--- config.mk ---
export PLATFORM = sky130hd
export DESIGN_NAME = cprs_cell
export DESIGN_NICKNAME = d
export VERILOG_FILES = /design/src/design/cprs_pkg.sv /design/src/design/cprs_cell.sv
export SDC_FILE = /design/constraint.sdc
export NUM_CORES = 1
export LEC_CHECK = 0
export BUFFER_PORTS_ARGS = -buffer_cell sky130_fd_sc_hd__clkbuf_2
export CORE_MARGIN = 2
export CORE_UTILIZATION = 56
export DETAILED_ROUTE_END_ITERATION = 10
export PLACE_DENSITY_LB_ADDON = 0.15
export SLEW_MARGIN = 20
export SYNTH_ARGS = -nofsm -noshare
export SYNTH_HDL_FRONTEND = slang
export SYNTH_SLANG_ARGS = --single-unit
--- constraint.sdc ---
create_clock -name clk -period 7.3 [get_ports clk]
set_clock_uncertainty 0.2 [all_clocks]
set_input_delay 1.46 -clock clk [delete_from_list [all_inputs] [get_ports clk]]
set_output_delay 1.46 -clock clk [all_outputs]
set_load 0.03 [all_outputs]
--- src/design/cprs_pkg.sv ---
// ----------------------------------------------------------------------------
// cprs_pkg: shared types and constants for the code point range set
// Command codes, status codes, payload structs and sizing helpers.
// ----------------------------------------------------------------------------
package cprs_pkg;

    localparam int CP_W            = 21;
    localparam int CMD_W           = 2;
    localparam int STATUS_W        = 2;
    localparam int COUNT_OUT_W     = 7;
    localparam int MAX_RANGES_DEF  = 64;

    localparam logic [CP_W-1:0] CP_LIMIT = 21'h10FFFF;

    localparam logic [CMD_W-1:0] CMD_ADD   = 2'd0;
    localparam logic [CMD_W-1:0] CMD_SEAL  = 2'd1;
    localparam logic [CMD_W-1:0] CMD_QUERY = 2'd2;

    localparam logic [STATUS_W-1:0] ST_DONE  = 2'd0;
    localparam logic [STATUS_W-1:0] ST_EMPTY = 2'd1;
    localparam logic [STATUS_W-1:0] ST_FULL  = 2'd2;

    typedef struct packed {
        logic [CMD_W-1:0] cmd;
        logic [CP_W-1:0]  range_low;
        logic [CP_W-1:0]  range_high;
        logic [CP_W-1:0]  query_point;
    } cprs_in_t;

    typedef struct packed {
        logic [STATUS_W-1:0]    status;
        logic                   is_member;
        logic [COUNT_OUT_W-1:0] stored_count;
    } cprs_out_t;

    // one range as held by a cell
    typedef struct packed {
        logic            valid;
        logic [CP_W-1:0] lo;
        logic [CP_W-1:0] hi;
    } cprs_range_t;

endpackage

--- src/design/cprs_cell.sv ---
// ----------------------------------------------------------------------------
// cprs_cell: one slot of the range chain
// Holds one range, tests a broadcast point against it, and takes part in an
// odd-even transposition step with its left or right neighbor during a sort.
// ----------------------------------------------------------------------------
module cprs_cell
    import cprs_pkg::*;
(
    input  logic        clk,
    input  logic        rst_n,
    input  logic        load,      // take load_val
    input  cprs_range_t load_val,
    input  logic        swap_en,   // this cell is the left of an active pair
    input  logic        swap_right,// this cell is the right of an active pair
    input  cprs_range_t left_in,   // left neighbor content
    input  cprs_range_t right_in,  // right neighbor content
    input  logic [CP_W-1:0] point,
    output cprs_range_t cur,
    output logic        hit
);

    cprs_range_t slot_reg, slot_next;
    logic        right_less, left_greater;

    // a valid entry sorts before an invalid one
    function automatic logic less_than(cprs_range_t a, cprs_range_t b);
        if (!b.valid)
            return a.valid;
        if (!a.valid)
            return 1'b0;
        return (a.lo < b.lo) || (a.lo == b.lo && a.hi < b.hi);
    endfunction

    assign right_less   = less_than(right_in, slot_reg);
    assign left_greater = less_than(slot_reg, left_in);

    always_comb
    begin
        slot_next = slot_reg;
        if (load)
            slot_next = load_val;
        else if (swap_en && right_less)
            slot_next = right_in;
        else if (swap_right && left_greater)
            slot_next = left_in;
    end

    always_ff @(posedge clk or negedge rst_n)
    begin
        if (!rst_n)
            slot_reg <= '0;
        else
            slot_reg <= slot_next;
    end

    assign cur = slot_reg;
    assign hit = slot_reg.valid && point >= slot_reg.lo && point <= slot_reg.hi;

endmodule

==> flow_metrics.env, run 1 <==
export IMPL_yosysTopAreaCellShare=0.280
export IMPL_fin_util=0.691
export IMPL_p_sw_frac=0.463
export IMPL_syn_area_per_cell_um2=9.47
export IMPL_antennaDiodeCount=0
export IMPL_power_frac_clock=0.135
export IMPL_max_cap_viol_count=0
export IMPL_crit_arrival_ns=3.42
export IMPL_irDropWorstVdd_uv=114
export IMPL_ys_types=44
export IMPL_placed_area_um2=6580
export IMPL_antenna_left=0
export IMPL_ys_seq_area_frac=0.194
export IMPL_syn_inst=585
export IMPL_max_freq_ghz=0.197
export IMPL_grt_pass1_wl_um=23900
export IMPL_relSlewSlack=0.465
export IMPL_crit_required_ns=5.64
export IMPL_synth_seq_cells=43
export IMPL_synth_area_um2=5540
export IMPL_die_y_um=103
export IMPL_power_density_nw_per_um2=182
export IMPL_initial_utilization=0.572
export IMPL_wire_per_inst_um=17.2
export IMPL_dieArea_um2=10700
export IMPL_clk_latency_ns=0.30
export IMPL_largest_register_ffs=43
export IMPL_postCtsSetupRepairBufs=0
export IMPL_fin_tns_setup_ns=0
export IMPL_viasPerCell=5.52
export IMPL_worstSetupStartpointType="primary input"
export IMPL_syn2layout_area_growth_pct=20.9
export IMPL_switching_power_mw=0.565
export IMPL_cts_buffers_inserted=5
export IMPL_rows=36
export IMPL_power_frac_comb=0.585
export IMPL_internal_power_mw=0.655
export IMPL_p_leak_nw=3.96
export IMPL_cts_tree="done"
export IMPL_post_place_cells=906
export IMPL_seqPwrFrac=0.280
export IMPL_grt_max_degree=45
export IMPL_layout_min_cycle_time_ns=5.08
export IMPL_cts_root_buffer="clkbuf_8"
export IMPL_critical_path_class="primary input to output port"
export IMPL_io_buffers=198
export IMPL_end_kind="output port"
export IMPL_status="complete, no violations"
export IMPL_ys_warn_count=0
export IMPL_hpwl_um=13200
export IMPL_pre_cts_slack_ns=2.21
export IMPL_fin_crit_sh=0.696
export IMPL_clkTransAtPathRegs_ns=0.09
export IMPL_synth_top_cell_by_area="ha_1"
export IMPL_drtIter0Drc=104
export IMPL_drive_above_1_share=0.278
export IMPL_clock_sinks=43
export IMPL_power_mw=1.22
export IMPL_gp_congestion=0.931
export IMPL_wl_um=15700
export IMPL_postLayoutCellArea_um2=6700
export IMPL_grt_pass1_vias=5064
export IMPL_holdBufCountCts=0
export IMPL_nets=1060
export IMPL_via_count=5045
export IMPL_setup_ws_ns=2.22
export IMPL_setup_viol=0
export IMPL_cts_buffer_depth=2
export IMPL_first_pass_iters=4
export IMPL_core_um2=9680
export IMPL_antenna_found_initial=0
export IMPL_postCtsResizedCells=0
export IMPL_synthTopCellsByArea="ha_1, mux2i_1, dfrtp_1, inv_1, a21oi_1"
export IMPL_holdWs_ns=0.432
export IMPL_rsz0062_at_grt="no"
export IMPL_cts_max_level=2
export IMPL_fin_cells=914
export IMPL_drcViolationCount=0
export IMPL_finalHoldViolCount=0
export IMPL_tightest_slew_ns=0.802
export IMPL_io_pin_count=199
export IMPL_hold_path_class="flip-flop to flip-flop"
export IMPL_synth_nets=864
export IMPL_drv_slew=0
export IMPL_grt_usage=0.289
export IMPL_gr_total_overflow=0
export IMPL_die_width_um=103
export IMPL_critical_path_max_fanout=2
Yosys cell counts (all sizes together):
library cell,count
and4,10
a221oi,1
a31oi,5
o31ai,1
buf,11
nor4b,1
nand2b,2
o21ai,19
nand3,4
and3,1
o22ai,1
o21a,7
o32ai,1
a2111o,1
nor3,3
a2bb2oi,1
and2,2
a21o,20
o2111ai,3
mux2i,126
ha,124
a211oi,4
nor2,12
inv,86
o21ba,1
a21boi,3
o211ai,3
dfrtp,43
nand4,15
or3,1
clkbuf,3
a21oi,34
o41ai,1
nand2,20
dlygate4sd3,1
nor2b,13
a2111oi,1
power groups by stage:
stage	clock (mW)	combinational, mW	sequential (mW)
finish	0.165	0.715	0.341
global route	0.176	0.799	0.348
CTS	0.168	0.713	0.340
detailed placement	0	0.709	0.345
global placement	0	0.678	0.342
floorplan	0	0.413	0.421
cell usage in the layout (no fill, tap or decap), drive strengths merged, types with 4 or more instances in the layout:
cell type and count:
mux2i 126, and4 10, nand2 20, inv 86, nor2 12, ha 124
a211oi 4, o21a 7, clkbuf 204, nor2b 13, dfrtp 43, nand3 4
buf 6, a21o 20, a21oi 34, a31oi 5, o21ai 19, nand4 15
path summary, 6_finish.rpt:
path,start,endpoint,slack (ns),cells after the start
max in group asynchronous,rst_n,cur[15],5.43,2
min reg2reg,cur[27],cur[27],0.43,2
min in group asynchronous,rst_n,cur[28],1.04,2
max reg2reg,cur[37],cur[42],4.03,9
max,point[18],hit,2.22,9
min,cur[27],cur[27],0.43,2
metal layers:
metal	global-route usage	part of all wire
met4	0.0800	0.023
met3	0.0457	0.066
met2	0.522	0.49
met5	0	0
met1	0.356	0.42
worst max-delay path, stage by stage:
cell and delay (ns):
clkbuf_2 0.09, ha_1 0.30, a21o_1 0.16, a21o_1 0.17, a21oi_1 0.21, o21ai_0 0.21, a2111oi_0 0.40, o21ba_2 0.22
clkbuf_2 0.20
logic make-up after synthesis:
logic type,share of synthesized area
AO/OA/AOI/OAI,0.124
buffers and inverters,0.0883
flip-flops,0.194
AND/OR/NAND/NOR,0.0852
adder cells (fa/ha/maj),0.280
multiplexers,0.228
area by class of cell:
class / instances / area [um^2]
Multi-Input combinational cell: 441 / 3990
Fill cell: 833 / 2990
Sequential cell: 43 / 1080
Timing Repair Buffer: 204 / 1060
Inverter: 86 / 323
Tap cell: 133 / 166
Clock buffer: 6 / 82.6
Clock inverter: 1 / 5.00
Power figures use the tool's default switching activity.
==> inputs of run 2 (changes only) <==
--- a/config.mk
+++ b/config.mk
@@ -7,7 +7,7 @@
 export LEC_CHECK = 0
 export BUFFER_PORTS_ARGS = -buffer_cell sky130_fd_sc_hd__clkbuf_2
 export CORE_MARGIN = 2
-export CORE_UTILIZATION = 56
+export CORE_UTILIZATION = 52
 export DETAILED_ROUTE_END_ITERATION = 10
 export PLACE_DENSITY_LB_ADDON = 0.15
 export SLEW_MARGIN = 20
==> constraint.sdc (replaced) <==
create_clock -name clk -period 5 [get_ports clk]
set_clock_uncertainty 0.2 [all_clocks]
set_input_delay 1 -clock clk [delete_from_list [all_inputs] [get_ports clk]]
set_output_delay 1 -clock clk [all_outputs]
set_load 0.03 [all_outputs]
==> run 2 against run 1 <==
First-iteration DRC count rose by 51%. Register-to-register slack worse by 2.0 ns. Flip-flop and latch count did not move. Count of clock-buffer cells in the layout did not move. Total power rose by 44%. Sequential share of layout area grew 0.063 points. Via count shrank 0.20%. Non-clock buffer count is 1 lower. Core utilization decreased by 4.5 points. Global-route usage down 1.1 points. Critical path depth unchanged. Hold slack got worse by 0.0019 ns. Critical endpoint unchanged. Highest routed layer unchanged.
==> flow_metrics.env, run 2 (synthesis gave the netlist of run 1 again) <==
export IMPL_status="complete, no violations"
export IMPL_rsz0062_at_grt="no"
export IMPL_clock_sinks=43
export IMPL_grt_max_degree=44
export IMPL_drv_slew=0
export IMPL_viasPerCell=5.50
export IMPL_nets=1059
export IMPL_io_pin_count=199
export IMPL_wl_um=15600
export IMPL_setup_viol=0
export IMPL_p_leak_nw=3.94
export IMPL_crit_required_ns=3.80
export IMPL_die_width_um=107
export IMPL_cts_root_buffer="clkbuf_8"
export IMPL_drtIter0Drc=157
export IMPL_rows=37
export IMPL_wire_per_inst_um=17.1
export IMPL_end_kind="output port"
export IMPL_clk_latency_ns=0.31
export IMPL_io_buffers=198
export IMPL_cts_max_level=2
export IMPL_largest_register_ffs=43
export IMPL_grt_pass1_vias=5140
export IMPL_grt_pass1_wl_um=25000
export IMPL_syn2layout_area_growth_pct=20.4
export IMPL_via_count=5035
export IMPL_fin_util=0.646
export IMPL_hold_path_class="flip-flop to flip-flop"
export IMPL_critical_path_class="primary input to output port"
export IMPL_gp_congestion=0.920
export IMPL_post_place_cells=909
export IMPL_antenna_found_initial=0
export IMPL_hpwl_um=13100
export IMPL_layout_min_cycle_time_ns=4.29
export IMPL_fin_crit_sh=0.859
export IMPL_antennaDiodeCount=0
export IMPL_die_y_um=107
export IMPL_cts_tree="done"
export IMPL_relSlewSlack=0.471
export IMPL_irDropWorstVdd_uv=145
export IMPL_holdBufCountCts=0
export IMPL_worstSetupStartpointType="primary input"
export IMPL_drive_above_1_share=0.275
export IMPL_fin_tns_setup_ns=0
export IMPL_critical_path_max_fanout=2
export IMPL_layout_common_cells="clkbuf_2, mux2i_1, ha_1, inv_1, dfrtp_1"
export IMPL_cts_buffer_depth=2
export IMPL_drcViolationCount=0
export IMPL_crit_arrival_ns=3.09
export IMPL_finalHoldViolCount=0
export IMPL_grt_usage=0.278
export IMPL_first_pass_iters=5
export IMPL_gr_total_overflow=0
export IMPL_fillers=916
export IMPL_antenna_left=0
export IMPL_power_density_nw_per_um2=264
export IMPL_max_freq_ghz=0.233
export IMPL_layout_commonest_cell="clkbuf_2"
export IMPL_postCtsResizedCells=0
export IMPL_fin_cells=915
export IMPL_cts_buffers_inserted=5
export IMPL_postCtsSetupRepairBufs=0
export IMPL_core_um2=10300
export IMPL_max_cap_viol_count=0
export IMPL_dieArea_um2=11500
export IMPL_tightest_slew_ns=0.794
export IMPL_initial_utilization=0.536
export IMPL_clkTransAtPathRegs_ns=0.09
==> run 2: cell types whose count changed in the layout (fill, tap and decap cells not counted), sizes merged <==
cell / change
buf: -1
clkinv: -1
==> run 2: final cells by class <==
type	instances	area [um^2]	area share
clock buffers	6	72.6	0.0109
multi-input cells	441	3990	0.598
flip-flops and latches	43	1080	0.161
inverters	86	323	0.0484
repair buffers	203	1040	0.156
well taps	136	170	0.0255
==> run 2: per-stage QoR <==
step                      instance area [um^2]  hold WS [ns]  setup slack, ns  power (mW)
after floorplan                           5540         0.504             1.31        1.22
after global placement                    6600         0.400            0.870        1.49
after detailed placement                  6600         0.413            0.723        1.54
after CTS                                 6670         0.434            0.731        1.77
after global routing                      6670         0.473            0.670        1.91
final                                     6670         0.430            0.707        1.76
==> run 2: report_power, final <==
group | internal (mW) | switching, mW
clock network | 0.0937 | 0.132
logic | 0.431 | 0.606
registers | 0.414 | 0.0843
==> run 2: critical path: stages <==
cell and delay [ns]:
clkbuf_2 0.10, ha_1 0.31, a21o_1 0.16, a21o_1 0.17, a21oi_1 0.21, o21ai_0 0.20
a2111oi_0 0.49, o21ba_2 0.25, clkbuf_2 0.21
==> run 2: final timing paths <==
check | startpoint | end | slack (ns) | depth (start not counted)
worst max register to register | cur[27] | cur[30] | 2.00 | 9
worst max-delay path | point[18] | hit | 0.71 | 9
min in group asynchronous | rst_n | cur[7] | 0.58 | 2
worst min-delay path | cur[34] | cur[34] | 0.43 | 2
worst min register to register | cur[34] | cur[34] | 0.43 | 2
max in group asynchronous | rst_n | cur[17] | 3.59 | 2
==> run 2: layer usage <==
layer / up-vias / part of all wire / GRT usage
met1: 2319 / 0.43 / 0.354
met4: 0 / 0.023 / 0.0918
met2: 169 / 0.48 / 0.480
met5: - / 0 / 0
met3: 27 / 0.064 / 0.0419
li1: 2520 / - / -
